<file path="src/ilid_pkg.sv">
package ilid_pkg;

    // storage geometry
    localparam int CAPACITY = 16;
    localparam int ITEM_W   = 32;
    localparam int IDX_W    = $clog2(CAPACITY);

    // fixed port field widths
    localparam int KIND_W   = 3;
    localparam int POS_W    = 5;
    localparam int VALUE_W  = 32;
    localparam int READ_W   = 32;
    localparam int CNT_W    = 5;

    // request kinds
    localparam logic [KIND_W-1:0] KIND_PUSH      = 3'd0;
    localparam logic [KIND_W-1:0] KIND_POP       = 3'd1;
    localparam logic [KIND_W-1:0] KIND_GET       = 3'd2;
    localparam logic [KIND_W-1:0] KIND_OVERWRITE = 3'd3;
    localparam logic [KIND_W-1:0] KIND_INSERT    = 3'd4;
    localparam logic [KIND_W-1:0] KIND_DELETE    = 3'd5;

    // per-cycle action broadcast to every cell
    typedef logic [1:0] t_mode;
    localparam t_mode MODE_HOLD   = 2'd0;
    localparam t_mode MODE_WRITE  = 2'd1;
    localparam t_mode MODE_INSERT = 2'd2;
    localparam t_mode MODE_DELETE = 2'd3;

    typedef struct packed {
        t_mode             mode;
        logic [IDX_W-1:0]  idx;
        logic [ITEM_W-1:0] data;
    } t_cell_cmd;

endpackage

</file>
<file path="src/ilid_cell.sv">
module ilid_cell
    import ilid_pkg::*;
(
    input  logic              i_clk,
    input  logic [IDX_W-1:0]  i_idx,
    input  t_cell_cmd         i_cmd,
    input  logic [ITEM_W-1:0] i_left,
    input  logic [ITEM_W-1:0] i_right,
    output logic [ITEM_W-1:0] o_data
);

    logic [ITEM_W-1:0] r_data;
    logic [ITEM_W-1:0] n_data;

    always_comb begin
        n_data = r_data;
        unique case (i_cmd.mode)
            MODE_WRITE: begin
                if (i_idx == i_cmd.idx) n_data = i_cmd.data;
            end
            MODE_INSERT: begin
                if (i_idx > i_cmd.idx)       n_data = i_left;
                else if (i_idx == i_cmd.idx) n_data = i_cmd.data;
            end
            MODE_DELETE: begin
                if (i_idx >= i_cmd.idx) n_data = i_right;
            end
            default: n_data = r_data;
        endcase
    end

    always_ff @(posedge i_clk) begin
        r_data <= n_data;
    end

    assign o_data = r_data;

endmodule

</file>
<file path="src/indexed_list_insert_delete.sv">
// Ordered list of up to CAPACITY words kept in a row of cells, one word per
// cell. Every request (push, pop, get, overwrite, insert, delete) is decoded
// in the cycle it is accepted; insert and delete move every later word one
// cell over in that same edge, so one beat can be accepted every clock while
// the result side keeps up. The result (read word, status, new count) sits in
// an output register until taken; a new beat is accepted whenever that
// register is empty or being drained. Refused requests (full, empty, index
// out of range, unknown kind) return status 1, read word 0 and the unchanged
// count. Stored words are not cleared at reset; only the count and the
// output valid flag are.
module indexed_list_insert_delete
    import ilid_pkg::*;
(
    input  logic               i_clk,
    input  logic               i_rst_n,
    // request channel
    input  logic               i_in_valid,
    output logic               o_in_ready,
    input  logic [KIND_W-1:0]  i_kind,
    input  logic [POS_W-1:0]   i_position,
    input  logic [VALUE_W-1:0] i_item_value,
    // result channel
    output logic               o_out_valid,
    input  logic               i_out_ready,
    output logic [READ_W-1:0]  o_read_value,
    output logic               o_status,
    output logic [CNT_W-1:0]   o_element_count
);

    localparam logic [CNT_W-1:0] CNT_FULL = CNT_W'(CAPACITY);
    localparam logic [CNT_W-1:0] CNT_ONE  = CNT_W'(1);

    // control state
    logic             r_out_valid;
    logic [CNT_W-1:0] r_count;
    logic [CNT_W-1:0] n_count;

    // result payload
    logic [READ_W-1:0] r_read_value;
    logic              r_status;

    logic accept;
    logic full;
    logic empty;
    logic pos_lt_cnt;
    logic pos_le_cnt;
    logic ok;
    logic rd_en;
    logic [IDX_W-1:0] rd_idx;
    t_cell_cmd cmd;

    logic [ITEM_W-1:0] cell_data [CAPACITY];

    assign o_in_ready = !r_out_valid || i_out_ready;
    assign accept     = i_in_valid && o_in_ready;

    assign full       = (r_count == CNT_FULL);
    assign empty      = (r_count == '0);
    assign pos_lt_cnt = (CNT_W'(i_position) < r_count);
    assign pos_le_cnt = (CNT_W'(i_position) <= r_count);

    // request decode
    always_comb begin
        ok       = 1'b0;
        rd_en    = 1'b0;
        rd_idx   = i_position[IDX_W-1:0];
        n_count  = r_count;
        cmd.mode = MODE_HOLD;
        cmd.idx  = i_position[IDX_W-1:0];
        cmd.data = ITEM_W'(i_item_value);
        unique case (i_kind)
            KIND_PUSH: begin
                ok      = !full;
                cmd.idx = r_count[IDX_W-1:0];
                if (ok) begin
                    cmd.mode = MODE_WRITE;
                    n_count  = r_count + CNT_ONE;
                end
            end
            KIND_POP: begin
                ok     = !empty;
                rd_en  = 1'b1;
                rd_idx = IDX_W'(r_count - CNT_ONE);
                if (ok) n_count = r_count - CNT_ONE;
            end
            KIND_GET: begin
                ok    = pos_lt_cnt;
                rd_en = 1'b1;
            end
            KIND_OVERWRITE: begin
                ok = pos_lt_cnt;
                if (ok) cmd.mode = MODE_WRITE;
            end
            KIND_INSERT: begin
                ok = pos_le_cnt && !full;
                if (ok) begin
                    cmd.mode = MODE_INSERT;
                    n_count  = r_count + CNT_ONE;
                end
            end
            KIND_DELETE: begin
                ok = pos_lt_cnt;
                if (ok) begin
                    cmd.mode = MODE_DELETE;
                    n_count  = r_count - CNT_ONE;
                end
            end
            default: ok = 1'b0;
        endcase
        if (!accept) cmd.mode = MODE_HOLD;
    end

    // row of storage cells; each sees its two neighbors
    for (genvar g = 0; g < CAPACITY; g++) begin : g_cell
        logic [ITEM_W-1:0] left;
        logic [ITEM_W-1:0] right;

        if (g == 0) begin : g_first
            assign left = '0;
        end else begin : g_mid_l
            assign left = cell_data[g-1];
        end
        if (g == CAPACITY - 1) begin : g_last
            assign right = '0;
        end else begin : g_mid_r
            assign right = cell_data[g+1];
        end

        ilid_cell u_cell (
            .i_clk   (i_clk),
            .i_idx   (IDX_W'(g)),
            .i_cmd   (cmd),
            .i_left  (left),
            .i_right (right),
            .o_data  (cell_data[g])
        );
    end

    // control registers
    always_ff @(posedge i_clk) begin
        if (!i_rst_n) begin
            r_out_valid <= 1'b0;
            r_count     <= '0;
        end else begin
            if (accept) begin
                r_out_valid <= 1'b1;
                r_count     <= n_count;
            end else if (i_out_ready) begin
                r_out_valid <= 1'b0;
            end
        end
    end

    // result payload
    always_ff @(posedge i_clk) begin
        if (accept) begin
            r_status     <= !ok;
            r_read_value <= (ok && rd_en) ? READ_W'(cell_data[rd_idx]) : '0;
        end
    end

    assign o_out_valid     = r_out_valid;
    assign o_read_value    = r_read_value;
    assign o_status        = r_status;
    assign o_element_count = r_count;

endmodule

</file>
<file path="config.mk">
export PLATFORM = sky130hd
export DESIGN_NAME = indexed_list_insert_delete
export DESIGN_NICKNAME = d
export VERILOG_FILES = /design/src/ilid_pkg.sv /design/src/ilid_cell.sv /design/src/indexed_list_insert_delete.sv
export SDC_FILE = /design/constraint.sdc
export NUM_CORES = 2
export LEC_CHECK = 0
export BUFFER_PORTS_ARGS = -buffer_cell sky130_fd_sc_hd__buf_2
export CAP_MARGIN = 5
export CORE_UTILIZATION = 58
export CTS_CLUSTER_SIZE = 40
export DETAILED_ROUTE_END_ITERATION = 12
export PLACE_DENSITY = 0.78
export SYNTH_ARGS = -nofsm -noshare
export SYNTH_HDL_FRONTEND = slang
export SYNTH_SLANG_ARGS = --single-unit
</file>
<file path="constraint.sdc">
create_clock -name i_clk -period 7.35 [get_ports i_clk]
set_input_delay 1.1025 -clock i_clk [delete_from_list [all_inputs] [get_ports i_clk]]
set_output_delay 1.1025 -clock i_clk [all_outputs]
set_load 0.03 [all_outputs]
</file>
==> flow_summary_export.csv <==
group,metric,value,unit
outcome,outcome,"completed",
synthesis,muxShareOfSynthArea,0.143,
sta,setup_viol,0,
run,cap_violations,0,
worst_hold_path,hp-start,"o_out_valid",
routing,routedWlPerCell,26.4,µm
power_and_ir_drop,ir_worst_vdd,0.000189,V
routing,route.detailed.drc,0,
synthesis,synth_top_area_cell,"edfxtp_1",
grt,grt_max_degree,224,
worst_setup_path,r2r-end,"g_cell[7].u_cell.o_data[16]",
synthesis,synth_xor_area_frac,0.00178,
cts,cts_resized,0,
routing,drtIter0Drc,5292,
power_and_ir_drop,p_per_area,212,nW/µm²
power_and_ir_drop,swShare,0.278,
routing,wl,110,mm
placed_design,gp_congestion,0.926,
power_and_ir_drop,total_power,7.88,mW
sta,final.period_utilization,0.715,
cts,cts_tree,"built",
worst_setup_path,critPathLaunch,"o_element_count[3]",
cts,cts_sinks,551,
grt,grt_first_pass_wirelength,169,mm
cts,insertion_delay,650,ps
synthesis,synth-simple-area-share,0.103,
routing,dr.pass1.iters,6,
power_and_ir_drop,switchingPower,2.19,mW
placed_design,dp_hpwl,69.1,mm
routing,antenna_left,0,
cts,root_buffer,"clkbuf_16",
worst_setup_path,cp.arrival,5510,ps
placed_design,portBuffers,83,
sta,finClkSkew,27.0,ps
cts,post_cts_buffers,0,
finish,drive_gt1_frac,0.0966,
synthesis,synthTopCellsByArea,"edfxtp_1 (47%), mux2i_1 (14%), a22oi_1 (9.0%)",
routing,vias_per_cell,7.33,
synthesis,synth_compound_area_frac,0.226,
worst_setup_path,reg2reg_depth,11,
die,fp.dieW,246,µm
synthesis,synth_edf_count,545,
synthesis,syn_avg_cell_area,9.90,µm²
synthesis,ys.flop_type,"edfxtp_1",
grt,antenna_found_initial,4,
finish,final_util,0.632,
synthesis,synth_fa_ha_area_frac,0.00399,
finish,finalNetCount,3403,
worst_hold_path,hold_path_end,"o_out_valid",
sta,setup_tns,0,ps
die,dieArea,60500,µm²
sta,relSlewSlack,0.113,
worst_setup_path,endpoint_kind,"flip-flop",
synthesis,async_flop_share,0,
power_and_ir_drop,p_int,5.69,mW
grt,grt_pass1_vias,28716,
cts,h-tree-depth,2,
synthesis,syn_area,34500,µm²
worst_setup_path,r2r_slack,2100,ps
sta,worst_pin_slew,1330,ps
worst_hold_path,min_path_type,"flip-flop to flip-flop",
worst_setup_path,r2r-start,"o_element_count[3]",
power_and_ir_drop,seqPwrFrac,0.490,
die,die_y,246,µm
sta,hold_violations,0,
synthesis,synth.distinct_cells,56,
grt,grt.total_usage,0.354,
synthesis,synth_top_family_by_area,"compound AO/OA/AOI/OAI gates",
grt,grt-ovfl-total,0,
die,initial_core_util,0.586,
worst_setup_path,crit_type,"flip-flop to flip-flop",
finish,layout_common_cells,"edfxtp_1 (545), nand2_1 (500), mux2i_1 (484)",
synthesis,ys_ff_latch,551,
cts,clkSlewWorstSetupHoldPaths,60,ps
sta,fmax,190,MHz
finish,area_delta_synth_final,7.92,%
die,placementRows,89,
die,io_pins,84,
synthesis,synth_warnings,0,
synthesis,netlist.area_leader.share,0.474,
routing,via_count,30570,
cts,clk_path_buf_depth,3,
worst_setup_path,critical_path_required,7610,ps
power_and_ir_drop,comb_power_share,0.134,
finish,final_common_cell,"edfxtp_1",
cts,numCtsBuffers,60,
power_and_ir_drop,p_leak,12.3,nW
die,core-area,58900,µm²
power_and_ir_drop,clkPwrFrac,0.376,
synthesis,syn-num-nets,3543,
worst_setup_path,cp_max_fo,82,
synthesis,synth_cells,3488,
synthesis,ys_seq_area_frac,0.478,
sta,whs,549,ps
worst_hold_path,holdPathStages,2,
cts,hold_buffers,0,
sta,min_period,5250,ps
worst_setup_path,start_kind,"flip-flop",
sta,rsz0062_at_grt,"no",
sta,drv_slew,0,
-- power groups by stage --
stage	Clock (mW)	Combinational, mW	Sequential [mW]
after floorplan	0	0.685	3.89
after global placement	0	0.971	3.91
after detailed placement	0	1.01	3.92
after CTS	2.97	1.02	3.86
after global routing	3.08	1.12	3.88
final	2.96	1.06	3.87
-- sequential cells by signal, summed over array words and instances, names as in the netlist --
register              flops
o_read_value             32
o_out_valid               1
g_cell.u_cell.o_data    512
o_element_count           5
o_status                  1
-- critical path: stages (launching register included) --
cell,delay [ps]
dfxtp_1,650
inv_1,140
ha_1,310
o21ai_0,180
o221a_2,300
nor2_1,70
nor3_1,240
and3_1,290
ha_4,820
nand2_1,490
and2_1,460
inv_1,890
-- synth_stat cells, drive strengths merged, types with 2 or more instances --
| library cell | count |
|---|---|
| nor4 | 3 |
| nand4 | 4 |
| nor2b | 3 |
| a22oi | 416 |
| and2 | 3 |
| buf | 91 |
| and3 | 2 |
| nand2 | 503 |
| nand3 | 228 |
| o211ai | 33 |
| a31oi | 8 |
| a21oi | 142 |
| nand2b | 4 |
| o21ai | 526 |
| inv | 19 |
| mux2i | 489 |
| xnor2 | 5 |
| edfxtp | 545 |
| o221a | 33 |
| mux2 | 2 |
| or2 | 7 |
| a221oi | 64 |
| dfxtp | 6 |
| nor3b | 4 |
| nor3 | 10 |
| a211oi | 2 |
| xor2 | 2 |
| nor2 | 56 |
| clkbuf | 256 |
| ha | 11 |
-- worst max-delay path by stage --
stage	endpoint	cells past startpoint
6_report	g_cell[7].u_cell.o_data[16]	11
5_1_grt	g_cell[7].u_cell.o_data[16]	11
4_1_cts	g_cell[7].u_cell.o_data[16]	11
3_5_place_dp	g_cell[7].u_cell.o_data[12]	11
3_3_place_gp	g_cell[7].u_cell.o_data[20]	11
2_1_floorplan	g_cell[10].u_cell.o_data[0]	8
-- cells by family (layout without fill, tap and decap cells) --
| family | Yosys count | in the layout |
|---|---|---|
| AOI/OAI and AO/OA | 1233 | 1233 |
| and+or+nand+nor | 829 | 829 |
| DFF | 551 | 551 |
| muxes | 491 | 491 |
| buffers and inverters | 366 | 273 |
| adders and majority gates | 11 | 11 |
| xor gates and xnor gates | 7 | 7 |
| other | 0 | 1 |
-- stage by stage --
step	setup slack [ps]	std cells	cell area (µm²)
5_1_grt	1710	4169	37300
3_5_place_dp	1620	4058	35400
2_1_floorplan	228	3488	34500
4_1_cts	2180	4167	37200
3_3_place_gp	1700	4058	35400
6_report	2100	4169	37300
-- layer usage --
layer	global-route usage	vias to the layer above	part of all wire
li1	-	13130	-
met1	0.514	14600	0.40
met2	0.519	2529	0.44
met3	0.0741	305	0.14
met4	0.134	6	0.031
met5	0	-	0.00031
-- area by class of cell --
| class | instances | area (µm²) |
|---|---|---|
| Multi-Input combinational cell | 2571 | 16900 |
| Sequential cell | 551 | 16500 |
| Antenna cell | 1 | 2.50 |
| Clock inverter | 31 | 251 |
| Timing Repair Buffer | 145 | 931 |
| Inverter | 19 | 71.3 |
| Tap cell | 773 | 967 |
| Fill cell | 4588 | 21700 |
| Clock buffer | 78 | 1610 |
(Power assumes the default switching activity.)
